--- src/hdl/ptrc_pkg.sv ---
package ptrc_pkg;

    localparam int KIND_W = 3;
    localparam int ETYPE_W = 2;
    localparam int ID_W = 64;
    localparam int SIDE_W = 2;
    localparam int PRICE_W = 32;
    localparam int QTY_W = 32;
    localparam int INSTR_W = 32;
    localparam int CODE_W = 4;
    localparam int EXP_W = 48;
    localparam int OUT_CNT_W = 32;
    localparam int NOTIONAL_W = 64;
    localparam int CFG_IDX_W = 3;
    localparam int CFG_DATA_W = 64;
    localparam int S_TDATA_W = 168;
    localparam int M_TDATA_W = 184;
    localparam int NUM_REASONS = 8;

    localparam logic [KIND_W-1:0] KIND_CHECK = 3'd0;
    localparam logic [KIND_W-1:0] KIND_APPROVED = 3'd1;
    localparam logic [KIND_W-1:0] KIND_FILL = 3'd2;
    localparam logic [KIND_W-1:0] KIND_RELEASE = 3'd3;
    localparam logic [KIND_W-1:0] KIND_CLEAR = 3'd4;

    localparam logic [ETYPE_W-1:0] ETYPE_ADD = 2'd0;
    localparam logic [ETYPE_W-1:0] ETYPE_CANCEL = 2'd1;

    localparam logic [CODE_W-1:0] CODE_OK = 4'd0;
    localparam logic [CODE_W-1:0] CODE_BAD_QTY_ID = 4'd1;
    localparam logic [CODE_W-1:0] CODE_BAD_SIDE = 4'd2;
    localparam logic [CODE_W-1:0] CODE_BAD_PRICE = 4'd3;
    localparam logic [CODE_W-1:0] CODE_INSTR = 4'd4;
    localparam logic [CODE_W-1:0] CODE_BAND = 4'd5;
    localparam logic [CODE_W-1:0] CODE_MAX_QTY = 4'd6;
    localparam logic [CODE_W-1:0] CODE_NOTIONAL = 4'd7;
    localparam logic [CODE_W-1:0] CODE_EXPOSURE = 4'd8;

    localparam logic [CFG_IDX_W-1:0] REG_ALLOWED_INSTR = 3'd0;
    localparam logic [CFG_IDX_W-1:0] REG_MIN_PRICE = 3'd1;
    localparam logic [CFG_IDX_W-1:0] REG_MAX_PRICE = 3'd2;
    localparam logic [CFG_IDX_W-1:0] REG_MAX_QTY = 3'd3;
    localparam logic [CFG_IDX_W-1:0] REG_MAX_NOTIONAL = 3'd4;
    localparam logic [CFG_IDX_W-1:0] REG_MAX_EXPOSURE = 3'd5;

    typedef struct packed {
        logic [INSTR_W-1:0]    allowed_instrument;
        logic signed [PRICE_W-1:0] price_lo;
        logic signed [PRICE_W-1:0] price_hi;
        logic [QTY_W-1:0]      max_order_qty;
        logic [NOTIONAL_W-1:0] notional_cap;
        logic [EXP_W-1:0]      max_exposure;
    } cfg_t;

    // Classified item handed from front to back; the exposure test is left
    // to the back since it needs the live exposure.
    typedef struct packed {
        logic [KIND_W-1:0]  kind;
        logic [ETYPE_W-1:0] event_type;
        logic [CODE_W-1:0]  pre_code;
        logic               need_exposure;
        logic [QTY_W-1:0]   qty;
    } cls_t;

endpackage

--- src/hdl/ptrc_back.sv ---
module ptrc_back #(
    parameter int COUNT_WIDTH = 32
) (
    input  logic                            aclk,
    input  logic                            aresetn,
    input  logic [ptrc_pkg::EXP_W-1:0]      max_exposure,
    input  logic                            in_valid,
    output logic                            in_ready,
    input  ptrc_pkg::cls_t                  in_cls,
    output logic                            out_valid,
    input  logic                            out_ready,
    output logic [ptrc_pkg::M_TDATA_W-1:0]  out_data
);
    import ptrc_pkg::*;

    logic [EXP_W-1:0]       exposure_reg;
    logic [COUNT_WIDTH-1:0] checked_reg;
    logic [COUNT_WIDTH-1:0] approved_reg;
    logic [COUNT_WIDTH-1:0] rejected_reg;
    logic [COUNT_WIDTH-1:0] reason_reg [NUM_REASONS];
    logic                   valid_reg;
    logic [M_TDATA_W-1:0]   data_reg;

    logic [EXP_W:0]         sum;
    logic [EXP_W-1:0]       exp_next;
    logic [COUNT_WIDTH-1:0] checked_next;
    logic [COUNT_WIDTH-1:0] approved_next;
    logic [COUNT_WIDTH-1:0] rejected_next;
    logic [COUNT_WIDTH-1:0] reason_next;
    logic [CODE_W-1:0]      code;
    logic [2:0]             ridx;
    logic                   fire;
    logic                   clr;

    assign in_ready = !valid_reg || out_ready;
    assign fire     = in_valid && in_ready;
    assign sum      = {1'b0, exposure_reg} + (EXP_W+1)'(in_cls.qty);

    always_comb begin
        code          = in_cls.pre_code;
        exp_next      = exposure_reg;
        checked_next  = checked_reg;
        approved_next = approved_reg;
        rejected_next = rejected_reg;
        reason_next   = '0;
        clr           = 1'b0;
        if (in_cls.kind == KIND_CHECK && in_cls.need_exposure && sum > {1'b0, max_exposure})
            code = CODE_EXPOSURE;
        ridx = 3'(code - 4'd1);
        case (in_cls.kind)
            KIND_CHECK: begin
                checked_next = checked_reg + 1'b1;
                if (code == CODE_OK) begin
                    approved_next = approved_reg + 1'b1;
                end else begin
                    rejected_next = rejected_reg + 1'b1;
                    reason_next   = reason_reg[ridx] + 1'b1;
                end
            end
            KIND_APPROVED: begin
                code = CODE_OK;
                if (in_cls.event_type == ETYPE_ADD)
                    exp_next = sum[EXP_W] ? '1 : sum[EXP_W-1:0];
            end
            KIND_FILL, KIND_RELEASE: begin
                code = CODE_OK;
                exp_next = (exposure_reg >= EXP_W'(in_cls.qty)) ?
                           exposure_reg - EXP_W'(in_cls.qty) : '0;
            end
            KIND_CLEAR: begin
                code          = CODE_OK;
                clr           = 1'b1;
                exp_next      = '0;
                checked_next  = '0;
                approved_next = '0;
                rejected_next = '0;
            end
            default: code = CODE_OK;
        endcase
    end

    always_ff @(posedge aclk) begin
        if (!aresetn) begin
            valid_reg    <= 1'b0;
            exposure_reg <= '0;
            checked_reg  <= '0;
            approved_reg <= '0;
            rejected_reg <= '0;
            for (int i = 0; i < NUM_REASONS; i++) reason_reg[i] <= '0;
        end else begin
            if (in_ready) valid_reg <= in_valid;
            if (fire) begin
                exposure_reg <= exp_next;
                checked_reg  <= checked_next;
                approved_reg <= approved_next;
                rejected_reg <= rejected_next;
                if (clr) begin
                    for (int i = 0; i < NUM_REASONS; i++) reason_reg[i] <= '0;
                end else if (in_cls.kind == KIND_CHECK && code != CODE_OK) begin
                    reason_reg[ridx] <= reason_next;
                end
            end
        end
        if (fire) begin
            data_reg <= M_TDATA_W'({OUT_CNT_W'(reason_next), OUT_CNT_W'(rejected_next),
                                    OUT_CNT_W'(approved_next), OUT_CNT_W'(checked_next),
                                    exp_next, code});
        end
    end

    assign out_valid = valid_reg;
    assign out_data  = data_reg;

endmodule

--- config.mk ---
export PLATFORM = sky130hd
export DESIGN_NAME = ptrc_back
export DESIGN_NICKNAME = d
export VERILOG_FILES = /design/src/hdl/ptrc_pkg.sv /design/src/hdl/ptrc_back.sv
export SDC_FILE = /design/constraint.sdc
export NUM_CORES = 1
export LEC_CHECK = 0
export BUFFER_PORTS_ARGS = -buffer_cell sky130_fd_sc_hd__buf_2
export CORE_MARGIN = 2
export CORE_UTILIZATION = 55
export CTS_CLUSTER_SIZE = 28
export DETAILED_ROUTE_END_ITERATION = 10
export HOLD_SLACK_MARGIN = 0.15
export PLACE_DENSITY = 0.74
export SLEW_MARGIN = 20
export SYNTH_ARGS = -nofsm -noshare
export SYNTH_HDL_FRONTEND = slang
export SYNTH_SLANG_ARGS = --single-unit
--- constraint.sdc ---
create_clock -name aclk -period 15.4 [get_ports aclk]
set_input_delay 3.08 -clock aclk [delete_from_list [all_inputs] [get_ports aclk]]
set_output_delay 3.08 -clock aclk [all_outputs]
set_load 0.01 [all_outputs]
# ---- Word-level counts from Yosys, hierarchy flattened
# Memory sizes are Yosys's and may differ from the RTL's.
# Index checks and enable logic that the tools add are counted.
dict set report op_classes {
  add_sub_neg 7
  order_cmp 2
  eq_ne 4
  mux 35
  n_bitwise 8
  n_reduce_logical 12
}
# operator n
set ops {}
lappend ops {{32-bit two-way mux} 13}
lappend ops {{32-bit case mux with 2 select lines} 3}
lappend ops {{48-bit two-way mux} 3}
lappend ops {{48-bit case mux with 3 select lines} 1}
lappend ops {{32-bit by 1-bit adder with 32-bit output, second input constant} 4}
lappend ops {{48-bit by 32-bit adder with 49-bit output} 1}
lappend ops {{49-bit by 48-bit > comparator with 1-bit output} 1}
lappend ops {{48-bit by 32-bit greater-or-equal comparator with 1-bit output} 1}
lappend ops {{48-bit by 32-bit subtractor with 48-bit output} 1}
lappend ops {{32-bit OR reduction} 1}
lappend ops {{1-bit two-way mux} 12}
lappend ops {{4-bit two-way mux} 2}
lappend ops {{1-bit OR} 8}
lappend ops {{3-bit by 2-bit equality test with 1-bit output, second input constant} 2}
lappend ops {{1-bit logical AND} 4}
lappend ops {{4-bit zero test} 1}
lappend ops {{4-bit nonzero test} 1}
lappend ops {{3-bit by 1-bit equality test with 1-bit output, second input constant} 1}
lappend ops {{3-bit equality test, second input constant} 1}
lappend ops {{3-bit zero test} 1}
lappend ops {{3-bit two-way mux} 1}
lappend ops {{3-bit by 1-bit subtractor with 3-bit output, second input constant} 1}
lappend ops {{2-bit zero test} 1}
lappend ops {{2-bit OR reduction} 1}
lappend ops {{other kinds (2)} 2}
dict set report totals {
  reg_bits 325
  mem_bits_rw 256
  output_inout_bits 186
  n_memories 1
}
# name words word_bits read_ports rd_ports_with_merged_regs wr line_no
set memory_table {}
lappend memory_table {reason_reg 8 32 1 0 8 ptrc_back.sv:20} ;# logic [COUNT_WIDTH-1:0] reason_reg [NUM_REASONS];

# ---- Logic depth before layout (Yosys ltp)
dict set report logic_depth {
  ltp_word 14
  depth_mapped 45
  mapped_depth_nobuf 37
}

# ---- Least setup slack after synthesis
# No wires, ideal clock.
dict set report synth_path {
  path_type {in2reg}
  start {input port in_cls[1] in the netlist's numbering}
  end {memory reason_reg[0][20] (data pin)}
  setup_time_ns 0.265
  t_arrival_ns 12.014
  path_slack_ns 3.121
  stages 41
  n_path_buf 7
  cell_sequence {inv_1 > ha_1 > nand2b_1 > a21oi_1 > nor2_1 > o21ai_0 > a21oi_1 > o311ai_0 > and2_1 > a21oi_1 > a2111oi_0 > o21ai_0 > nor3b_1 > xor2_1 > ha_1 > nor2b_1 > nor4_1 > o211ai_1 > [... 5 more ...] > buf_2 > buf_1 > ha_1 > clkbuf_1 > buf_1 > buf_1 > clkbuf_1 > mux2i_1 > nand2_1 > nand3_1 > o21ai_0 > ha_1 > nand4_1 > a2111o_1 > nand3b_4 > or4_4 > xnor2_4 > nor2_1}
}
# element line_no
set synth_lines {}
lappend synth_lines {{start, declared} ptrc_back.sv:9} ;# input ptrc_pkg::cls_t in_cls,
lappend synth_lines {{end, declared} ptrc_back.sv:20}

==> summary.txt <==
STA
  • Final worst-path setup slack: 1.89 ns
  • Slew Limit Headroom: 27.5%
  • Shortest period the worst path allows: 13.51 ns
  • Final Max Slew Viols: 0
  • Final clock period utilization by the worst path: 87.7%
  • Slew of the pin with the lowest slew margin: 1.09 ns
  • Final Setup Violations: 0
  • Final hold vios: 0
  • Layout Skew: 0.0413 ns
  • Unrepaired setup endpoints after global routing: false
  • Setup TNS: 0 ns
  • F_max: 74.0 MHz

Clocking
  • CTS-repair resized insts: 0
  • CTS buffer count: 60
  • CTS Root Cell: clkbuf_16
  • CTS tree: yes
  • Setup bufs post-CTS: 0
  • Clock Pin Slew Worst Setup and Hold Paths: 0.06 ns
  • CTS sink cnt: 581
  • Cts hold-fix bufs: 0
  • Worst-Skew Late Latency: 0.65 ns
  • Htree depth: 2
  • Clock Tree Buf Depth: 3

Synth
  • Post-Synth XOR/XNOR Area: 5.42%
  • Sequential share of the synthesized area: 49.5%
  • Simple-Gate Fraction of Synth Area: 17.9%
  • Post-synthesis async set-or-reset flop share: 0%
  • Gate count after technology mapping: 3,298
  • EDFF count, synth: 436
  • Synth warn: 0
  • Post-synthesis mux area share: 4.75%
  • Largest area contributor in the netlist: edfxtp_1
  • Avg Inst Size Synth: 9.80 um2
  • Compound-cell area share of the yosys netlist: 13.5%
  • Synth Cell Area: 32,300 um2
  • Top FF cell, synth: edfxtp_1
  • Adder-Cell Fraction of Synth Area: 4.66%
  • Largest family of logic cells by synthesized area: simple AND/OR/NAND/NOR gates
  • Synthesis-stage register bit count: 581
  • Netlist cell types: 104
  • Area contributors post-synth: edfxtp_1, dfxtp_1, nor2_1
  • Top cell type's share of synthesized area: 40.5%

Worst setup path
  • Critical R2R Launch: exposure_reg[0]
  • R2R depth: 32
  • Register-to-register setup slack: 4.12 ns
  • Worst Path Max Fanout: 58
  • Critical Path RT: 15.77 ns
  • WS Path Type: in2reg
  • Worst Setup EP: reason_reg[6][21]
  • CP Launch Type: primary input
  • Setup crit end kind: flop
  • Slowest CP cell: ha_4
  • Critical register-to-register path endpoint: reason_reg[6][21]
  • CP max stage delay: 0.79 ns
  • Worst Path Arrival: 13.88 ns
  • Critical path startpoint: in_cls[1]

Finish
  • Layout Nets: 3,705
  • Area growth syn-to-layout: 12.6%
  • Max reg flops: 256
  • Final core occ: 62.8%
  • Share of cells above drive strength 1: 14.8%

Flow run
  • Max Cap Violations: 0

Power
  • Leakage power: 14.5 nW
  • Power per cell area: 111 nW/um2
  • Worst VDD drop: 0.121 mV

Drt
  • Met3 Wirelength: 8.36 mm
  • # DRC: 0
  • Final wirelength: 91.5 mm
  • Vias/cell: 6.05
  • Metal2 WL: 42.0 mm
  • DR WL/cell: 21.2 um
  • Met1 WL: 38.0 mm
  • Max layer used: met4
  • Via count: 26,100
  • Pre-antenna DRT Iters: 6
  • Post-route ant nets: 0
  • Initial DRC Count: 2,806

Floorplanning
  • Core Area: 57,900 um2
  • Site Rows: 88
  • Initial Utilization: 55.8%
  • DIE HEIGHT: 246 um
  • IO Pins: 280
  • Die Width: 246 um
  • Die ar.: 60,700 um2

Worst hold path
  • Hold Crit Depth: 2
  • HP Class: reg2reg

GRT
  • Total congestion overflow: 0
  • Initial antenna violation count: 1
  • First-pass GRT wire length: 140 mm
  • Number of global-route vias before repair: 24,500
  • Pin count of the biggest net entering global routing: 145
  • GR Util All Layers: 29.8%

Place
  • GP Congestion: 0.954
  • IO Port Bufs: 275
  • DP Worst Slack: 1.49 ns
  • Hpwl dp: 60.9 mm

Outcome
  • Status: completed
## synthesized netlist by cell type (18+ instances only)
cell type	instances
and3_1	41
o21bai_1	27
o31ai_1	20
xnor2_1	102
or3_1	24
a211oi_1	19
o21a_1	21
inv_1	146
nor4_1	19
nor3_1	69
a21o_1	27
o221ai_1	18
nor2b_1	22
clkbuf_1	136
o211ai_1	26
edfxtp_1	436
dfxtp_1	145
mux4_2	19
nand4_1	34
nand3_1	66
mux2i_1	96
nor2_1	584
a31oi_1	22
buf_2	18
nand2_1	305
o21ai_0	160
a21oi_1	199
xor2_1	80
nand2b_1	21
ha_1	117
## metal layers
layer | up-vias | global-route usage (%)
met5 | - | 0
met4 | 0 | 10.3
met3 | 211 | 5.14
met2 | 1278 | 47.5
met1 | 12400 | 41.2
li1 | 12200 | -
## cell usage in the layout (no fill, tap or decap), types with 14 or more instances in the layout
| cell type | count |
|---|---|
| ha_1 | 116 |
| nand2_1 | 304 |
| a31oi_1 | 22 |
| o211ai_1 | 26 |
| buf_2 | 275 |
| nor2b_1 | 22 |
| edfxtp_1 | 436 |
| nor3_1 | 69 |
| mux4_2 | 19 |
| o21bai_1 | 27 |
| xnor2_1 | 102 |
| o21ai_0 | 160 |
| inv_1 | 145 |
| and3_1 | 41 |
| nand3_1 | 66 |
| nor2_1 | 583 |
| a21o_1 | 27 |
| or3_1 | 24 |
| a21oi_1 | 199 |
| xor2_1 | 80 |
| clkbuf_16 | 61 |
| a211oi_1 | 19 |
| nand2b_1 | 21 |
| buf_4 | 37 |
| o31ai_1 | 20 |
| mux2i_1 | 96 |
| dfxtp_1 | 145 |
| o21a_1 | 21 |
| and2_1 | 15 |
| nor4_1 | 18 |
| nand4_1 | 34 |
| o22ai_1 | 14 |
| o221ai_1 | 18 |
## where the power goes
group | internal (mW) | total, mW | switching, mW
combinational | 0.221 | 0.653 | 0.433
clock | 0.940 | 1.59 | 0.649
sequential | 1.76 | 1.80 | 0.0384
total | 2.92 | 4.04 | 1.12
## worst min-delay path by stage
stage                         start         endpoint  slack (ns)
floorplan           checked_reg[31]  checked_reg[31]        0.45
global placement    checked_reg[31]  checked_reg[31]        0.45
detailed placement  checked_reg[31]  checked_reg[31]        0.46
CTS                 checked_reg[31]  checked_reg[31]        0.47
global route        checked_reg[31]  checked_reg[31]        0.49
finish              checked_reg[31]  checked_reg[31]        0.47
## metrics by stage
step / power [mW] / area (um2) / hold slack (ns) / std cells
finish: 4.04 / 36400 / 0.467 / 4310
global route: 4.17 / 36400 / 0.485 / 4310
CTS: 4.05 / 36400 / 0.468 / 4309
detailed placement: 2.47 / 34200 / 0.460 / 4195
global placement: 2.46 / 34200 / 0.454 / 4195
floorplan: 2.27 / 32300 / 0.448 / 3301
## critical path: cells and delay by family
| family | cells | cell delay (ns) |
|---|---|---|
| XOR/XNOR | 2 | 0.83 |
| AND/OR/NAND/NOR | 13 | 4.21 |
| buffers and inverters | 4 | 1.14 |
| AO/OA/AOI/OAI | 10 | 2.68 |
| adder cells (fa/ha/maj) | 3 | 1.35 |
| multiplexers | 2 | 0.52 |
## cell families (layout without fill, tap and decap cells)
| logic type | count (synthesis) | in the layout |
|---|---|---|
| other | 1 | 5 |
| muxes | 128 | 128 |
| adders and majority gates | 119 | 119 |
| buffers and inverters | 337 | 580 |
| and+or+nand+nor | 1264 | 1264 |
| DFF | 581 | 581 |
| AOI/OAI and AO/OA | 677 | 677 |
| xor gates and xnor gates | 191 | 191 |
## cell type report
| class | count | area (um2) |
|---|---|---|
| tap | 765 | 957 |
| clock inverter | 46 | 604 |
| inverter | 153 | 583 |
| antenna | 1 | 2.50 |
| multi-input combinational | 2383 | 15000 |
| sequential | 581 | 16000 |
| clock buffer | 68 | 1570 |
| timing repair buffer | 313 | 1670 |
| fill | 4762 | 21500 |
Power figures use the tool's default switching activity.
